==> src/hw/rtl/rau_pkg.sv <==
// ----------------------------------------------------------------------------
// Rational arithmetic unit package
// Shared widths, action codes and payload structs for the rational unit.
// ----------------------------------------------------------------------------
package rau_pkg;

    localparam int OPW = 16;            // operand field width
    localparam int WW  = 2 * OPW + 2;   // signed working width of sums
    localparam int MW  = WW - 1;        // magnitude width
    localparam int NW  = OPW + 1;       // signed width of a reduced numerator
    localparam int PW  = 2 * OPW + 1;   // signed width of a cross product
    localparam int KW  = $clog2(MW + 1);
    localparam int CW  = $clog2(MW);
    localparam int RNW = 33;
    localparam int RDW = 31;

    typedef enum logic [2:0] {
        OP_NORM = 3'd0,
        OP_ADD  = 3'd1,
        OP_SUB  = 3'd2,
        OP_MUL  = 3'd3,
        OP_DIV  = 3'd4,
        OP_CMP  = 3'd5
    } op_t;

    typedef struct packed {
        logic [2:0]            action;
        logic signed [OPW-1:0] first_numerator;
        logic signed [OPW-1:0] first_denominator;
        logic signed [OPW-1:0] second_numerator;
        logic signed [OPW-1:0] second_denominator;
    } in_t;

    typedef struct packed {
        logic signed [RNW-1:0] result_numerator;
        logic [RDW-1:0]        result_denominator;
        logic                  less_than;
        logic                  equal_flag;
        logic                  error_flag;
    } out_t;

    typedef struct packed {
        op_t            op;
        logic           err;
        logic [OPW-1:0] an;
        logic [OPW-1:0] ad;
        logic [OPW-1:0] bn;
        logic [OPW-1:0] bd;
    } cmd_t;

    function automatic logic [WW-1:0] sext_op(logic [OPW-1:0] v);
        return {{(WW - OPW){v[OPW-1]}}, v};
    endfunction

    function automatic logic [MW-1:0] mag_w(logic [WW-1:0] v);
        logic [WW-1:0] t;
        t = v[WW-1] ? (~v + 1'b1) : v;
        return t[MW-1:0];
    endfunction

endpackage

==> src/hw/rtl/rau_front.sv <==
// ----------------------------------------------------------------------------
// Rational unit front end
// Accepts a transaction, flags bad operands and actions, hands it to the queue.
// ----------------------------------------------------------------------------
module rau_front (
    input  logic          clk,
    input  logic          rst_n,
    input  logic          start,
    input  rau_pkg::in_t  item,
    output logic          busy,
    input  logic          q_full,
    output logic          push,
    output rau_pkg::cmd_t cmd
);

    logic          valid_reg;
    logic          valid_next;
    rau_pkg::cmd_t cmd_reg;
    rau_pkg::cmd_t cmd_next;
    logic          accept;

    assign accept = start & ~valid_reg;
    assign busy   = valid_reg;
    assign push   = valid_reg & ~q_full;
    assign cmd    = cmd_reg;

    always_comb
    begin
        cmd_next.op  = rau_pkg::op_t'(item.action);
        cmd_next.an  = item.first_numerator;
        cmd_next.ad  = item.first_denominator;
        cmd_next.bn  = item.second_numerator;
        cmd_next.bd  = item.second_denominator;
        cmd_next.err = (item.first_denominator == '0) || (item.second_denominator == '0)
                    || (item.action > 3'(rau_pkg::OP_CMP));
        valid_next = valid_reg;
        if (accept)
        begin
            valid_next = 1'b1;
        end
        else if (push)
        begin
            valid_next = 1'b0;
        end
    end

    always_ff @(posedge clk or negedge rst_n)
    begin
        if (!rst_n)
        begin
            valid_reg <= 1'b0;
        end
        else
        begin
            valid_reg <= valid_next;
        end
    end

    always_ff @(posedge clk)
    begin
        if (accept)
        begin
            cmd_reg <= cmd_next;
        end
    end

endmodule

==> src/hw/rtl/rau_queue.sv <==
// ----------------------------------------------------------------------------
// Rational unit command queue
// Two-entry queue that decouples the front end from the execution engine.
// ----------------------------------------------------------------------------
module rau_queue (
    input  logic          clk,
    input  logic          rst_n,
    input  logic          push,
    input  rau_pkg::cmd_t wr_cmd,
    output logic          full,
    input  logic          pop,
    output logic          valid,
    output rau_pkg::cmd_t rd_cmd
);

    rau_pkg::cmd_t entry_reg [2];
    logic          wr_ptr_reg;
    logic          wr_ptr_next;
    logic          rd_ptr_reg;
    logic          rd_ptr_next;
    logic [1:0]    count_reg;
    logic [1:0]    count_next;

    assign full   = count_reg == 2'd2;
    assign valid  = count_reg != 2'd0;
    assign rd_cmd = entry_reg[rd_ptr_reg];

    always_comb
    begin
        wr_ptr_next = wr_ptr_reg ^ push;
        rd_ptr_next = rd_ptr_reg ^ pop;
        count_next  = count_reg + {1'b0, push} - {1'b0, pop};
    end

    always_ff @(posedge clk or negedge rst_n)
    begin
        if (!rst_n)
        begin
            wr_ptr_reg <= 1'b0;
            rd_ptr_reg <= 1'b0;
            count_reg  <= 2'd0;
        end
        else
        begin
            wr_ptr_reg <= wr_ptr_next;
            rd_ptr_reg <= rd_ptr_next;
            count_reg  <= count_next;
        end
    end

    always_ff @(posedge clk)
    begin
        if (push)
        begin
            entry_reg[wr_ptr_reg] <= wr_cmd;
        end
    end

endmodule

==> src/hw/rtl/rau_back.sv <==
// ----------------------------------------------------------------------------
// Rational unit execution engine
// Reduces both operands, then for all but normalize forms cross products and reduces or compares.
// ----------------------------------------------------------------------------
module rau_back (
    input  logic          clk,
    input  logic          rst_n,
    input  logic          q_valid,
    input  rau_pkg::cmd_t q_cmd,
    output logic          pop,
    output logic          done,
    output rau_pkg::out_t result
);

    typedef enum logic [6:0] {
        S_IDLE  = 7'b0000001,
        S_START = 7'b0000010,
        S_GCD   = 7'b0000100,
        S_DIVN  = 7'b0001000,
        S_DIVD  = 7'b0010000,
        S_MUL   = 7'b0100000,
        S_COMB  = 7'b1000000
    } state_t;

    typedef enum logic [2:0] {
        PH_A = 3'b001,
        PH_B = 3'b010,
        PH_R = 3'b100
    } phase_t;

    localparam int OPW = rau_pkg::OPW;
    localparam int WW  = rau_pkg::WW;
    localparam int MW  = rau_pkg::MW;
    localparam int NW  = rau_pkg::NW;
    localparam int PW  = rau_pkg::PW;
    localparam int KW  = rau_pkg::KW;
    localparam int CW  = rau_pkg::CW;

    state_t              state_reg, state_next;
    phase_t              phase_reg, phase_next;
    logic                done_reg, done_next;
    rau_pkg::cmd_t       cmd_reg, cmd_next;
    logic [WW-1:0]       num_reg, num_next;
    logic [WW-1:0]       den_reg, den_next;
    logic                neg_reg, neg_next;
    logic [MW-1:0]       x_reg, x_next;
    logic [MW-1:0]       y_reg, y_next;
    logic [KW-1:0]       k_reg, k_next;
    logic [MW-1:0]       nm_reg, nm_next;
    logic [MW-1:0]       dm_reg, dm_next;
    logic [MW-1:0]       g_reg, g_next;
    logic [MW:0]         rem_reg, rem_next;
    logic [MW-1:0]       quo_reg, quo_next;
    logic [CW-1:0]       cnt_reg, cnt_next;
    logic [MW-1:0]       qn_reg, qn_next;
    logic [NW-1:0]       n1_reg, n1_next;
    logic [OPW-1:0]      d1_reg, d1_next;
    logic [NW-1:0]       n2_reg, n2_next;
    logic [OPW-1:0]      d2_reg, d2_next;
    logic [PW-1:0]       p_reg [4];
    logic [PW-1:0]       p_next;
    logic [1:0]          mcnt_reg, mcnt_next;
    rau_pkg::out_t       res_reg, res_next;

    // Datapath pieces.
    logic [MW:0]         div_r2;
    logic [MW:0]         div_trial;
    logic [MW:0]         div_rem;
    logic [MW-1:0]       div_quo;
    logic [WW-1:0]       signed_q;
    logic [NW-1:0]       mul_a;
    logic [OPW-1:0]      mul_b;
    logic                mul_b_signed;
    logic [OPW-1:0]      mag_a;
    logic [OPW-1:0]      mag_b;
    logic                mul_neg;
    logic [2*OPW-1:0]    prod;
    logic [NW-1:0]       neg_a;
    logic [NW-1:0]       neg_b;
    logic [WW-1:0]       p0_w;
    logic [WW-1:0]       p1_w;
    logic [WW-1:0]       p2_w;
    logic [WW-1:0]       p3_w;
    rau_pkg::out_t       err_res;

    assign done   = done_reg;
    assign result = res_reg;

    always_comb
    begin
        // One restoring divide step: quotient shifts in from the right.
        div_r2    = {rem_reg[MW-1:0], quo_reg[MW-1]};
        div_trial = div_r2 - {1'b0, g_reg};
        if (!div_trial[MW])
        begin
            div_rem = div_trial;
            div_quo = {quo_reg[MW-2:0], 1'b1};
        end
        else
        begin
            div_rem = div_r2;
            div_quo = {quo_reg[MW-2:0], 1'b0};
        end

        signed_q = neg_reg ? (WW'(0) - {1'b0, qn_reg}) : {1'b0, qn_reg};

        case (mcnt_reg)
            2'd0:
            begin
                mul_a = n1_reg; mul_b = d2_reg; mul_b_signed = 1'b0;
            end
            2'd1:
            begin
                mul_a = n2_reg; mul_b = d1_reg; mul_b_signed = 1'b0;
            end
            2'd2:
            begin
                mul_a = n1_reg; mul_b = n2_reg[OPW-1:0]; mul_b_signed = 1'b1;
            end
            default:
            begin
                mul_a = {1'b0, d1_reg}; mul_b = d2_reg; mul_b_signed = 1'b0;
            end
        endcase
        neg_a   = NW'(0) - mul_a;
        neg_b   = NW'(0) - n2_reg;
        mag_a   = mul_a[NW-1] ? neg_a[OPW-1:0] : mul_a[OPW-1:0];
        // The signed second factor is always n2, so its sign comes from n2.
        mag_b   = (mul_b_signed && n2_reg[NW-1]) ? neg_b[OPW-1:0] : mul_b;
        mul_neg = mul_a[NW-1] ^ (mul_b_signed & n2_reg[NW-1]);
        prod    = mag_a * mag_b;
        p_next  = mul_neg ? (PW'(0) - {1'b0, prod}) : {1'b0, prod};

        p0_w = {p_reg[0][PW-1], p_reg[0]};
        p1_w = {p_reg[1][PW-1], p_reg[1]};
        p2_w = {p_reg[2][PW-1], p_reg[2]};
        p3_w = {p_reg[3][PW-1], p_reg[3]};

        err_res.result_numerator   = '0;
        err_res.result_denominator = rau_pkg::RDW'(1);
        err_res.less_than          = 1'b0;
        err_res.equal_flag         = 1'b0;
        err_res.error_flag         = 1'b1;
    end

    always_comb
    begin
        state_next = state_reg;
        phase_next = phase_reg;
        done_next  = 1'b0;
        cmd_next   = cmd_reg;
        num_next   = num_reg;
        den_next   = den_reg;
        neg_next   = neg_reg;
        x_next     = x_reg;
        y_next     = y_reg;
        k_next     = k_reg;
        nm_next    = nm_reg;
        dm_next    = dm_reg;
        g_next     = g_reg;
        rem_next   = rem_reg;
        quo_next   = quo_reg;
        cnt_next   = cnt_reg;
        qn_next    = qn_reg;
        n1_next    = n1_reg;
        d1_next    = d1_reg;
        n2_next    = n2_reg;
        d2_next    = d2_reg;
        mcnt_next  = mcnt_reg;
        res_next   = res_reg;
        pop        = 1'b0;

        case (state_reg)
            S_IDLE:
            begin
                if (q_valid)
                begin
                    pop      = 1'b1;
                    cmd_next = q_cmd;
                    if (q_cmd.err)
                    begin
                        res_next  = err_res;
                        done_next = 1'b1;
                    end
                    else
                    begin
                        phase_next = PH_A;
                        num_next   = rau_pkg::sext_op(q_cmd.an);
                        den_next   = rau_pkg::sext_op(q_cmd.ad);
                        state_next = S_START;
                    end
                end
            end
            S_START:
            begin
                neg_next   = num_reg[WW-1] ^ den_reg[WW-1];
                x_next     = rau_pkg::mag_w(num_reg);
                y_next     = rau_pkg::mag_w(den_reg);
                nm_next    = rau_pkg::mag_w(num_reg);
                dm_next    = rau_pkg::mag_w(den_reg);
                k_next     = '0;
                state_next = S_GCD;
            end
            S_GCD:
            begin
                // Binary GCD, one step a cycle; the denominator is never zero.
                if (x_reg == '0 || y_reg == '0)
                begin
                    g_next     = (x_reg | y_reg) << k_reg;
                    rem_next   = '0;
                    quo_next   = nm_reg;
                    cnt_next   = '0;
                    state_next = S_DIVN;
                end
                else if (!x_reg[0] && !y_reg[0])
                begin
                    x_next = x_reg >> 1;
                    y_next = y_reg >> 1;
                    k_next = k_reg + 1'b1;
                end
                else if (!x_reg[0])
                begin
                    x_next = x_reg >> 1;
                end
                else if (!y_reg[0])
                begin
                    y_next = y_reg >> 1;
                end
                else if (x_reg >= y_reg)
                begin
                    x_next = x_reg - y_reg;
                end
                else
                begin
                    y_next = y_reg - x_reg;
                end
            end
            S_DIVN:
            begin
                rem_next = div_rem;
                quo_next = div_quo;
                cnt_next = cnt_reg + 1'b1;
                if (cnt_reg == CW'(MW - 1))
                begin
                    qn_next    = div_quo;
                    rem_next   = '0;
                    quo_next   = dm_reg;
                    cnt_next   = '0;
                    state_next = S_DIVD;
                end
            end
            S_DIVD:
            begin
                rem_next = div_rem;
                quo_next = div_quo;
                cnt_next = cnt_reg + 1'b1;
                if (cnt_reg == CW'(MW - 1))
                begin
                    case (phase_reg)
                        PH_A:
                        begin
                            n1_next    = signed_q[NW-1:0];
                            d1_next    = div_quo[OPW-1:0];
                            phase_next = PH_B;
                            num_next   = rau_pkg::sext_op(cmd_reg.bn);
                            den_next   = rau_pkg::sext_op(cmd_reg.bd);
                            state_next = S_START;
                        end
                        PH_B:
                        begin
                            n2_next = signed_q[NW-1:0];
                            d2_next = div_quo[OPW-1:0];
                            if (cmd_reg.op == rau_pkg::OP_NORM)
                            begin
                                res_next.result_numerator   = rau_pkg::RNW'($signed(n1_reg));
                                res_next.result_denominator = rau_pkg::RDW'(d1_reg);
                                res_next.less_than          = 1'b0;
                                res_next.equal_flag         = 1'b0;
                                res_next.error_flag         = 1'b0;
                                done_next                   = 1'b1;
                                state_next                  = S_IDLE;
                            end
                            else
                            begin
                                mcnt_next  = '0;
                                state_next = S_MUL;
                            end
                        end
                        default:
                        begin
                            res_next.result_numerator   = signed_q[rau_pkg::RNW-1:0];
                            res_next.result_denominator = div_quo[rau_pkg::RDW-1:0];
                            res_next.less_than          = 1'b0;
                            res_next.equal_flag         = 1'b0;
                            res_next.error_flag         = 1'b0;
                            done_next                   = 1'b1;
                            state_next                  = S_IDLE;
                        end
                    endcase
                end
            end
            S_MUL:
            begin
                mcnt_next = mcnt_reg + 1'b1;
                if (mcnt_reg == 2'd3)
                begin
                    state_next = S_COMB;
                end
            end
            S_COMB:
            begin
                phase_next = PH_R;
                state_next = S_START;
                case (cmd_reg.op)
                    rau_pkg::OP_ADD:
                    begin
                        num_next = p0_w + p1_w;
                        den_next = p3_w;
                    end
                    rau_pkg::OP_SUB:
                    begin
                        num_next = p0_w - p1_w;
                        den_next = p3_w;
                    end
                    rau_pkg::OP_MUL:
                    begin
                        num_next = p2_w;
                        den_next = p3_w;
                    end
                    rau_pkg::OP_DIV:
                    begin
                        num_next = p0_w;
                        den_next = p1_w;
                        if (n2_reg == '0)
                        begin
                            res_next   = err_res;
                            done_next  = 1'b1;
                            state_next = S_IDLE;
                        end
                    end
                    default:
                    begin
                        res_next.result_numerator   = '0;
                        res_next.result_denominator = rau_pkg::RDW'(1);
                        res_next.less_than          = $signed(p_reg[0]) < $signed(p_reg[1]);
                        res_next.equal_flag         = (n1_reg == n2_reg) && (d1_reg == d2_reg);
                        res_next.error_flag         = 1'b0;
                        done_next                   = 1'b1;
                        state_next                  = S_IDLE;
                    end
                endcase
            end
            default:
            begin
                state_next = S_IDLE;
            end
        endcase
    end

    always_ff @(posedge clk or negedge rst_n)
    begin
        if (!rst_n)
        begin
            state_reg <= S_IDLE;
            phase_reg <= PH_A;
            done_reg  <= 1'b0;
        end
        else
        begin
            state_reg <= state_next;
            phase_reg <= phase_next;
            done_reg  <= done_next;
        end
    end

    always_ff @(posedge clk)
    begin
        cmd_reg  <= cmd_next;
        num_reg  <= num_next;
        den_reg  <= den_next;
        neg_reg  <= neg_next;
        x_reg    <= x_next;
        y_reg    <= y_next;
        k_reg    <= k_next;
        nm_reg   <= nm_next;
        dm_reg   <= dm_next;
        g_reg    <= g_next;
        rem_reg  <= rem_next;
        quo_reg  <= quo_next;
        cnt_reg  <= cnt_next;
        qn_reg   <= qn_next;
        n1_reg   <= n1_next;
        d1_reg   <= d1_next;
        n2_reg   <= n2_next;
        d2_reg   <= d2_next;
        mcnt_reg <= mcnt_next;
        res_reg  <= res_next;
        if (state_reg == S_MUL)
        begin
            p_reg[mcnt_reg] <= p_next;
        end
    end

endmodule

==> src/hw/rtl/rational_arith_unit.sv <==
// ----------------------------------------------------------------------------
// Rational arithmetic unit
// Reduces two fractions by their GCD, then normalizes, adds, subtracts,
// multiplies, divides or compares them and returns a reduced fraction or the compare flags.
// ----------------------------------------------------------------------------
//  Channel   Signals              Handshake
//  input     start, busy, item    taken when start is high and busy is low
//  result    done, result         valid for the single cycle done is high
//
//  An item reaches the engine through the front stage register and the queue.
//  Each GCD reduction is a binary GCD at one step a cycle plus two 33-step
//  restoring divides; arithmetic needs three of them and four cross products
//  on one shared multiplier, normalize needs two.
//  Flagged items leave the engine in the cycle after it takes them. A two-entry
//  queue lets up to three items wait; busy is high in the cycle after each
//  acceptance and stays high while the queue is full. The receiver cannot
//  stall. Reset clears all control.
module rational_arith_unit (
    input  logic          clk,
    input  logic          rst_n,
    input  logic          start,
    output logic          busy,
    input  rau_pkg::in_t  item,
    output logic          done,
    output rau_pkg::out_t result
);

    logic          q_full;
    logic          push;
    rau_pkg::cmd_t f_cmd;
    logic          pop;
    logic          q_valid;
    rau_pkg::cmd_t q_cmd;

    rau_front u_front (
        .clk    (clk),
        .rst_n  (rst_n),
        .start  (start),
        .item   (item),
        .busy   (busy),
        .q_full (q_full),
        .push   (push),
        .cmd    (f_cmd)
    );

    rau_queue u_queue (
        .clk    (clk),
        .rst_n  (rst_n),
        .push   (push),
        .wr_cmd (f_cmd),
        .full   (q_full),
        .pop    (pop),
        .valid  (q_valid),
        .rd_cmd (q_cmd)
    );

    rau_back u_back (
        .clk     (clk),
        .rst_n   (rst_n),
        .q_valid (q_valid),
        .q_cmd   (q_cmd),
        .pop     (pop),
        .done    (done),
        .result  (result)
    );

    // A finished fraction always has a positive denominator.
    a_den_nonzero: assert property (@(posedge clk) disable iff (!rst_n)
        done |-> result.result_denominator != '0)
        else $error("result denominator is zero");

    // Errors always return zero over one with no compare flags.
    a_err_zero: assert property (@(posedge clk) disable iff (!rst_n)
        (done && result.error_flag) |->
            (result.result_numerator == '0 && result.result_denominator == 31'd1
             && !result.less_than && !result.equal_flag))
        else $error("error result is not 0/1");

    // Strictly less and equal cannot both hold.
    a_cmp_excl: assert property (@(posedge clk) disable iff (!rst_n)
        done |-> !(result.less_than && result.equal_flag))
        else $error("less_than and equal_flag both set");

    // The front never drops a held item: busy holds until the queue takes it.
    a_busy_hold: assert property (@(posedge clk) disable iff (!rst_n)
        (busy && q_full) |=> busy)
        else $error("held transaction lost");

endmodule
==> config.mk <==
export PLATFORM = sky130hd
export DESIGN_NAME = rational_arith_unit
export DESIGN_NICKNAME = d
export VERILOG_FILES = /design/src/hw/rtl/rau_pkg.sv /design/src/hw/rtl/rau_front.sv /design/src/hw/rtl/rau_queue.sv /design/src/hw/rtl/rau_back.sv /design/src/hw/rtl/rational_arith_unit.sv
export SDC_FILE = /design/constraint.sdc
export NUM_CORES = 2
export LEC_CHECK = 0
export CAP_MARGIN = 5
export CORE_MARGIN = 10
export CORE_UTILIZATION = 25
export CTS_BUF_LIST = sky130_fd_sc_hd__clkbuf_16
export CTS_CLUSTER_SIZE = 24
export DETAILED_ROUTE_END_ITERATION = 7
export DONT_BUFFER_PORTS = 1
export HOLD_SLACK_MARGIN = 0.03
export PLACE_DENSITY = 0.44
export SYNTH_ARGS = -nofsm -noshare
export SYNTH_HDL_FRONTEND = slang
export SYNTH_SLANG_ARGS = --single-unit
==> constraint.sdc <==
create_clock -name clk -period 18.08 [get_ports clk]
set_input_delay 2.712 -clock clk [delete_from_list [all_inputs] [get_ports clk]]
set_output_delay 2.712 -clock clk [all_outputs]
set_load 0.02 [all_outputs]
Yosys cells after proc, flatten, opt, wreduce, memory -nomap -nowiden
Memory sizes are Yosys's and may differ from the RTL's.
Cells that the tools add are included.
{"block": "totals", "wordCells": 249, "ff_bits": 599, "ramBits": 268, "inputBits": 70, "out_inout_bits": 69, "n_memories": 2, "mem_bits_ro": 0, "latchBits": 0}
{"block": "classes", "bitwise": 12, "magnitude_cmp": 3, "shift": 1, "n_mux": 91, "mul": 1, "div": 0, "n_addsub": 16, "eq_ne": 42, "n_reduce_logical": 40}
{"name": "u_queue.entry_reg", "words": 2, "word_bits": 68, "read_ports": 1, "rd_clocked_by_memory_dff": 0, "write_ports": 1, "line": "rau_queue.sv:16", "source": "rau_pkg::cmd_t entry_reg [2];"}
{"name": "u_back.p_reg", "words": 4, "word_bits": 33, "read_ports": 4, "rd_clocked_by_memory_dff": 0, "write_ports": 1, "line": "rau_back.sv:60", "source": "logic [PW-1:0] p_reg [4];"}
{"cell": "$mux 33", "n": 19}
{"cell": "$mux 67", "n": 5}
{"cell": "$mux 34", "n": 8}
{"cell": "$pmux 67 s2", "n": 2}
{"cell": "$pmux 34 s3", "n": 2}
{"cell": "$pmux 67 s3", "n": 1}
{"cell": "$pmux 33 s3", "n": 2}
{"cell": "$pmux 34 s4", "n": 1}
{"cell": "$pmux 33 s2", "n": 2}
{"cell": "$pmux 34 s2", "n": 1}
{"cell": "$add 33x1->33 const B", "n": 2}
{"cell": "$logic_not 33->1", "n": 2}
{"cell": "$not 33->33", "n": 2}
{"cell": "$sub 33x33->33", "n": 2}
{"cell": "$pmux 7 s7", "n": 1}
{"cell": "$mux 7", "n": 6}
{"cell": "$add 33x33->34", "n": 1}
{"cell": "$pmux 17 s2", "n": 1}
{"cell": "$sub 33x33->34", "n": 1}
{"cell": "$sub 34x33->34", "n": 1}
{"cell": "$ge 33x33->1", "n": 1}
{"cell": "$lt 33x33->1", "n": 1}
{"cell": "$or 33x33->33", "n": 1}
{"cell": "$shl 33x6->33", "n": 1}
{"cell": "63 further kinds", "n": 140}

Logic depth before layout (Yosys ltp)
{"block": "depth", "word_depth": 8, "depth_mapped": 39, "depth_no_buf": 36}

Modules after synthesis
Synthesis repeated with hierarchy kept, for this count alone.
{"block": "hier_totals", "cells_unflattened": 5283, "hier_area_um2": 56342.8}
{"module": "rau_back", "area_per_inst_um2": 49015.8, "instances": 1, "seq_area_each_um2": 19676.4, "cells_each": 4971}
{"module": "rau_queue", "area_per_inst_um2": 5156.2, "instances": 1, "seq_area_each_um2": 4184.0, "cells_each": 228}
{"module": "rau_front", "area_per_inst_um2": 2170.8, "instances": 1, "seq_area_each_um2": 2067.0, "cells_each": 84}

Worst setup path before layout
No wires, ideal clock.
{"block": "synth_timing", "path_kind": "register to register", "from": "register u_back.mcnt_reg[0]", "to": "memory u_back.p_reg[0][31] in the netlist's numbering (data pin)", "t_arrival_ps": 8796, "t_required_ps": 17804, "setup_ps": 276, "stages_incl_launch_ff": 37, "slack_ps": 9009, "synth_period_minus_slack_ps": 9071, "path_buffers": 4, "path_cell_list": "edfxtp_1 > ha_1 > clkbuf_1 > a22oi_1 > o21a_1 > clkbuf_1 > clkbuf_1 > ha_1 > nand3_1 > o41ai_1 > nor3b_1 > nor2_1 > xor2_1 > clkbuf_1 > nand2_1 > fa_1 > fa_1 > fa_1 > inv_1 > fa_1 > fa_1 > inv_1 > fa_1 > inv_1 > ha_1 > a211oi_1 > nand2_1 > o21ai_0 > o21ai_1 > a41oi_1 > o21bai_1 > xnor2_1 > and3b_1 > nand2b_1 > nor3_1 > a31oi_1 > xnor2_1"}
{"block": "synth_between", "elab_chain_len": 8, "elab_cells_between_ends": 16, "cone_classes": "2 x add/sub; 1 x mul; 2 x eq/ne; 6 x mux; 2 x bitwise; 3 x reduce/logical"}
{"item": "start: declaration", "line": "rau_back.sv:62", "source": "logic [1:0] mcnt_reg, mcnt_next;"}
{"item": "start signal: assignment", "line": "rau_back.sv:396", "source": "mcnt_reg <= mcnt_next;"}
{"item": "$eq 2x2->1 / $logic_not 2->1 (equally long branches)", "line": "rau_back.sv:107", "source": "case (mcnt_reg)"}
{"item": "$reduce_or 2->1 (no source line)"}
{"item": "$pmux 17 s2", "line": "rau_back.sv:107"}
{"item": "$sub 1x16->16", "line": "rau_back.sv:125", "source": "neg_a = NW'(0) - mul_a;"}
{"item": "$mux 16", "line": "rau_back.sv:127", "source": "mag_a = mul_a[NW-1] ? neg_a[OPW-1:0] : mul_a[OPW-1:0];"}
{"item": "$mul 16x16->32", "line": "rau_back.sv:131", "source": "prod = mag_a * mag_b;"}
{"item": "$sub 1x32->33", "line": "rau_back.sv:132", "source": "p_next = mul_neg ? (PW'(0) - {1'b0, prod}) : {1'b0, prod};"}
{"item": "$mux 33 (*)", "line": "rau_back.sv:132"}
{"item": "net u_back.p_next[31]", "line": "rau_back.sv:61", "source": "logic [PW-1:0] p_next;"}
{"item": "end: declaration", "line": "rau_back.sv:60"}
The timed path passes the listed nets; every way through them passes the cells marked *.

Worst setup path in the final report
{"block": "layout_timing", "from": "register u_back.mcnt_reg[0]", "to": "memory u_back.p_reg[1][30] in the netlist's numbering (data pin)"}
The elaborated chain is that of the path after synthesis.

==> metrics.txt <==
# TYPE chip_impl_metric gauge
chip_impl_info{name="run_status",value="complete, no violations"} 1
chip_impl_info{name="synth_largest_area_cell",value="sky130_fd_sc_hd__edfxtp_1"} 1
chip_impl_metric{name="placeable_core_region",unit="um^2"} 223000
chip_impl_metric{name="drive_gt1_share",unit="%"} 6.53
chip_impl_metric{name="ys_types",unit=""} 88
chip_impl_metric{name="route.detailed.vias_per_inst",unit=""} 4.86
chip_impl_metric{name="gp_congestion",unit=""} 0.887
chip_impl_metric{name="synth_warnings",unit=""} 0
chip_impl_metric{name="period_share",unit="%"} 61.9
chip_impl_info{name="crit_top_cell",value="sky130_fd_sc_hd__fa_1"} 1
chip_impl_metric{name="crit_arrival",unit="ps"} 11690
chip_impl_metric{name="worstPathRequired",unit="ps"} 18580
chip_impl_info{name="clockRootBuffer",value="sky130_fd_sc_hd__clkbuf_16"} 1
chip_impl_info{name="slowest_stage",value="sky130_fd_sc_hd__xnor2_1"} 1
chip_impl_info{name="timing_worst_setup_path_type",value="flip-flop to flip-flop"} 1
chip_impl_metric{name="areaGrowthSynthToFinish",unit="%"} 12.2
chip_impl_info{name="end_kind",value="flip-flop"} 1
chip_impl_metric{name="synth-async-reset-ratio",unit="%"} 1.85
chip_impl_info{name="r2r_end",value="u_back.p_reg[1][30]$_DFFE_PP_"} 1
chip_impl_metric{name="p_leak",unit="nW"} 23.6
chip_impl_metric{name="use_met3",unit="%"} 2.12
chip_impl_metric{name="power-per-cell-area",unit="nW/um^2"} 129
chip_impl_metric{name="post_synth_inst_count",unit=""} 5362
chip_impl_metric{name="crit_path_max_incr_delay",unit="ps"} 1120
chip_impl_metric{name="routed_wirelength",unit="um"} 189000
chip_impl_metric{name="numPortBuffers",unit=""} 0
chip_impl_metric{name="route.detailed.wl_per_inst",unit="um"} 22.7
chip_impl_metric{name="floorplan.initialDensity",unit="%"} 25.2
chip_impl_metric{name="fmax",unit="MHz"} 89.4
chip_impl_metric{name="cts_made_buffers",unit=""} 102
chip_impl_metric{name="timing.hold.worst_path_depth",unit=""} 0
chip_impl_info{name="yosys.cell_count.top_type",value="sky130_fd_sc_hd__edfxtp_1"} 1
chip_impl_metric{name="grt.total_usage",unit="%"} 15.0
chip_impl_metric{name="fin_skew",unit="ps"} 58.9
chip_impl_metric{name="cts_num_sinks",unit=""} 866
chip_impl_metric{name="design.portCount",unit=""} 139
chip_impl_info{name="post_synth_main_area_contributors",value="sky130_fd_sc_hd__edfxtp_1 (46%), sky130_fd_sc_hd__fa_1 (7.1%), sky130_fd_sc_hd__ha_1 (7.1%), sky130_fd_sc_hd__xnor2_1 (4.1%), sky130_fd_sc_hd__nor2_1 (3.7%)"} 1
chip_impl_metric{name="worst_slack",unit="ps"} 6890
chip_impl_metric{name="synth-seq-area-share",unit="%"} 46.2
chip_impl_metric{name="setup_total_negative_slack",unit="ps"} 0
chip_impl_metric{name="max-cap-violations",unit=""} 0
chip_impl_metric{name="synth_largest_type_area_fraction",unit="%"} 45.5
chip_impl_metric{name="globalRouteMet2Util",unit="%"} 21.9
chip_impl_metric{name="finalSetupViolations",unit=""} 0
chip_impl_metric{name="placement.setup.worst_slack",unit="ps"} 7080
chip_impl_metric{name="clock_path_buffers",unit=""} 3
chip_impl_info{name="whs_endpoint",value="u_queue.entry_reg[1][2]$_DFFE_PP_"} 1
chip_impl_metric{name="placed_cells_incl_taps",unit=""} 8160
chip_impl_metric{name="synth_edf_count",unit=""} 850
chip_impl_metric{name="cts_post_setup_buffers_inserted",unit=""} 0
chip_impl_info{name="synth-main-ff-cell",value="sky130_fd_sc_hd__edfxtp_1"} 1
chip_impl_metric{name="via_count",unit=""} 40600
chip_impl_info{name="worstHoldStart",value="u_front.cmd[2]$_DFFE_PP_"} 1
chip_impl_info{name="synthTopCellsByCount",value="sky130_fd_sc_hd__edfxtp_1 (850), sky130_fd_sc_hd__nor2_1 (560), sky130_fd_sc_hd__nand2_1 (487)"} 1
chip_impl_metric{name="cts.htree.levels",unit=""} 3
chip_impl_metric{name="globalRouteOverflowTotal",unit=""} 0
chip_impl_metric{name="initialDrtViolationCount",unit=""} 3643
chip_impl_metric{name="max_slew_margin",unit="%"} 10.4
chip_impl_metric{name="place.detailed.hpwl",unit="um"} 145000
chip_impl_metric{name="multiInputGateArea",unit="um^2"} 27600
chip_impl_metric{name="instances_no_fill",unit=""} 8350
chip_impl_metric{name="die_h",unit="um"} 494
chip_impl_metric{name="regToRegSetupSlack",unit="ps"} 6890
chip_impl_metric{name="cts.clk_slew.worst_paths",unit="ps"} 60
chip_impl_metric{name="fillCellCount",unit=""} 23300
chip_impl_metric{name="ys_seq_elements",unit=""} 866
chip_impl_metric{name="fin_crit",unit="ps"} 11190
chip_impl_metric{name="timing_worst_slew_pin_value",unit="ps"} 1330
chip_impl_metric{name="synthesis.nets",unit=""} 5949
chip_impl_info{name="min_path_type",value="flip-flop to flip-flop"} 1
chip_impl_metric{name="grt_util_met1",unit="%"} 23.4
chip_impl_metric{name="postRouteAntennaNets",unit=""} 0
chip_impl_metric{name="via_count_of_the_first_global_routing_pass",unit=""} 39900
chip_impl_metric{name="finish.net_count",unit=""} 5877
chip_impl_metric{name="reg2regPathDepth",unit=""} 29
chip_impl_info{name="regToRegStartpoint",value="u_back.mcnt_reg[0]$_SDFFCE_PN0P_"} 1
chip_impl_metric{name="worst_path_fanout_max",unit=""} 21
chip_impl_metric{name="seq_area",unit="um^2"} 25900
chip_impl_metric{name="vdd.ir_drop.worst",unit="uV"} 91.3
chip_impl_metric{name="synth_area_per_cell",unit="um^2"} 10.5
chip_impl_info{name="rsz0062_at_grt",value="false"} 1
chip_impl_metric{name="total_power_after_layout",unit="mW"} 8.13
chip_impl_metric{name="die_area",unit="um^2"} 244000
chip_impl_info{name="timing.critical_path.from_type",value="flip-flop"} 1
chip_impl_metric{name="die_x",unit="um"} 494
chip_impl_metric{name="grt_antenna_before_repair",unit=""} 10
chip_impl_metric{name="remaining_drc_errors",unit=""} 0
chip_impl_info{name="grt-busiest-layer",value="met1"} 1
chip_impl_metric{name="hold_ws",unit="ps"} 439
chip_impl_metric{name="wire_length_of_the_first_global_routing_pass",unit="um"} 279000
chip_impl_metric{name="clock_insertion_delay_worst_skew",unit="ps"} 760
chip_impl_metric{name="post_cts.resized_instances",unit=""} 0
chip_impl_metric{name="hold_buffers",unit=""} 0
chip_impl_metric{name="grt_max_degree",unit=""} 70
chip_impl_metric{name="num_rows",unit=""} 173
chip_impl_metric{name="dr.pass1.iters",unit=""} 6
chip_impl_metric{name="largest_reg_flops",unit=""} 136
chip_impl_info{name="tritoncts",value="done"} 1
chip_impl_metric{name="syn-cell-area",unit="um^2"} 56100
chip_impl_metric{name="slew_viol_final",unit=""} 0
chip_impl_metric{name="hold_viol_final",unit=""} 0
## metrics by stage
stage | cell area [um^2] | utilization (%)
2_1_floorplan | 56100 | -
3_3_place_gp | 59600 | 26.7
3_5_place_dp | 59600 | 26.7
4_1_cts | 62900 | 28.2
5_1_grt | 62900 | 28.2
6_report | 62900 | 28.2
## cell type report
| class | instances | area share (%) |
|---|---|---|
| diodes | 2 | 0.00796 |
| repair buffers | 77 | 0.925 |
| clock buffers | 104 | 4.14 |
| multi-input cells | 3765 | 43.8 |
| inverters | 478 | 2.85 |
| flip-flops and latches | 866 | 41.2 |
| clock inverters | 83 | 1.13 |
| well taps | 2975 | 5.92 |
## power breakdown
part / internal (mW) / total, mW / switching, mW
registers: 2.87 / 3.28 / 0.412
logic: 0.907 / 2.79 / 1.89
clock network: 1.16 / 2.05 / 0.888
total: 4.94 / 8.13 / 3.18
## cell usage in the layout, fill, tap and decap left out, types with 24 or more instances in the layout
cell and n:
sky130_fd_sc_hd__o211ai_1 24, sky130_fd_sc_hd__and3_1 32, sky130_fd_sc_hd__buf_4 76, sky130_fd_sc_hd__o21bai_1 45
sky130_fd_sc_hd__o31ai_1 50, sky130_fd_sc_hd__nor2b_1 33, sky130_fd_sc_hd__nand4_1 31, sky130_fd_sc_hd__nor4_1 57
sky130_fd_sc_hd__a22oi_1 64, sky130_fd_sc_hd__nand3_1 59, sky130_fd_sc_hd__or3_1 29, sky130_fd_sc_hd__mux2i_1 128
sky130_fd_sc_hd__a211oi_1 47, sky130_fd_sc_hd__nand2_1 484, sky130_fd_sc_hd__nor3_1 97, sky130_fd_sc_hd__fa_1 199
sky130_fd_sc_hd__xnor2_1 259, sky130_fd_sc_hd__inv_1 488, sky130_fd_sc_hd__edfxtp_1 850, sky130_fd_sc_hd__clkbuf_16 104
sky130_fd_sc_hd__o21ai_1 26, sky130_fd_sc_hd__a31oi_1 26, sky130_fd_sc_hd__xor2_1 97, sky130_fd_sc_hd__a221oi_1 56
sky130_fd_sc_hd__mux2_2 49, sky130_fd_sc_hd__a21o_1 56, sky130_fd_sc_hd__o21ai_0 226, sky130_fd_sc_hd__ha_1 316
sky130_fd_sc_hd__nor2_1 554, sky130_fd_sc_hd__nand2b_1 56, sky130_fd_sc_hd__a21oi_1 385
## kinds of logic (layout without fill, tap and decap cells)
group / after synthesis / in the layout / synth area share [%]
and+or+nand+nor: 1544 / 1544 / 12.4
AOI/OAI and AO/OA: 1160 / 1160 / 13.0
DFF: 866 / 866 / 46.2
buffers and inverters: 731 / 742 / 4.95
adders and majority gates: 517 / 517 / 14.2
xor gates and xnor gates: 358 / 358 / 5.59
muxes: 186 / 186 / 3.63
other: 0 / 2 / 0
## layer usage
layer | part of all wire (%) | vias up | wire [um]
met5 | 0.0069 | - | 13
met4 | 1.9 | 2 | 3680
met3 | 5.4 | 186 | 10300
met2 | 42 | 1173 | 79300
met1 | 51 | 20400 | 96100
li1 | - | 18900 | -
## how the worst max path moves through the flow
| stage | to | startpoint |
|---|---|---|
| after floorplan | u_back.p_reg[0][31]$_DFFE_PP_ | u_back.mcnt_reg[0]$_SDFFCE_PN0P_ |
| after global placement | u_back.p_reg[0][30]$_DFFE_PP_ | u_back.mcnt_reg[0]$_SDFFCE_PN0P_ |
| after detailed placement | u_back.p_reg[1][30]$_DFFE_PP_ | u_back.mcnt_reg[0]$_SDFFCE_PN0P_ |
| after CTS | u_back.p_reg[1][30]$_DFFE_PP_ | u_back.mcnt_reg[0]$_SDFFCE_PN0P_ |
| after global routing | u_back.p_reg[0][30]$_DFFE_PP_ | u_back.mcnt_reg[0]$_SDFFCE_PN0P_ |
| final | u_back.p_reg[1][30]$_DFFE_PP_ | u_back.mcnt_reg[0]$_SDFFCE_PN0P_ |
## critical path, delay by kind of cell, from the launching register on
kind            cells  cell delay [ps]
buf+inv             4              560
compound gates      9             2710
simple gates        5              900
flops               1              450
xor+xnor            3             1880
fa+ha+maj           8             4420
(Power assumes the default switching activity.)
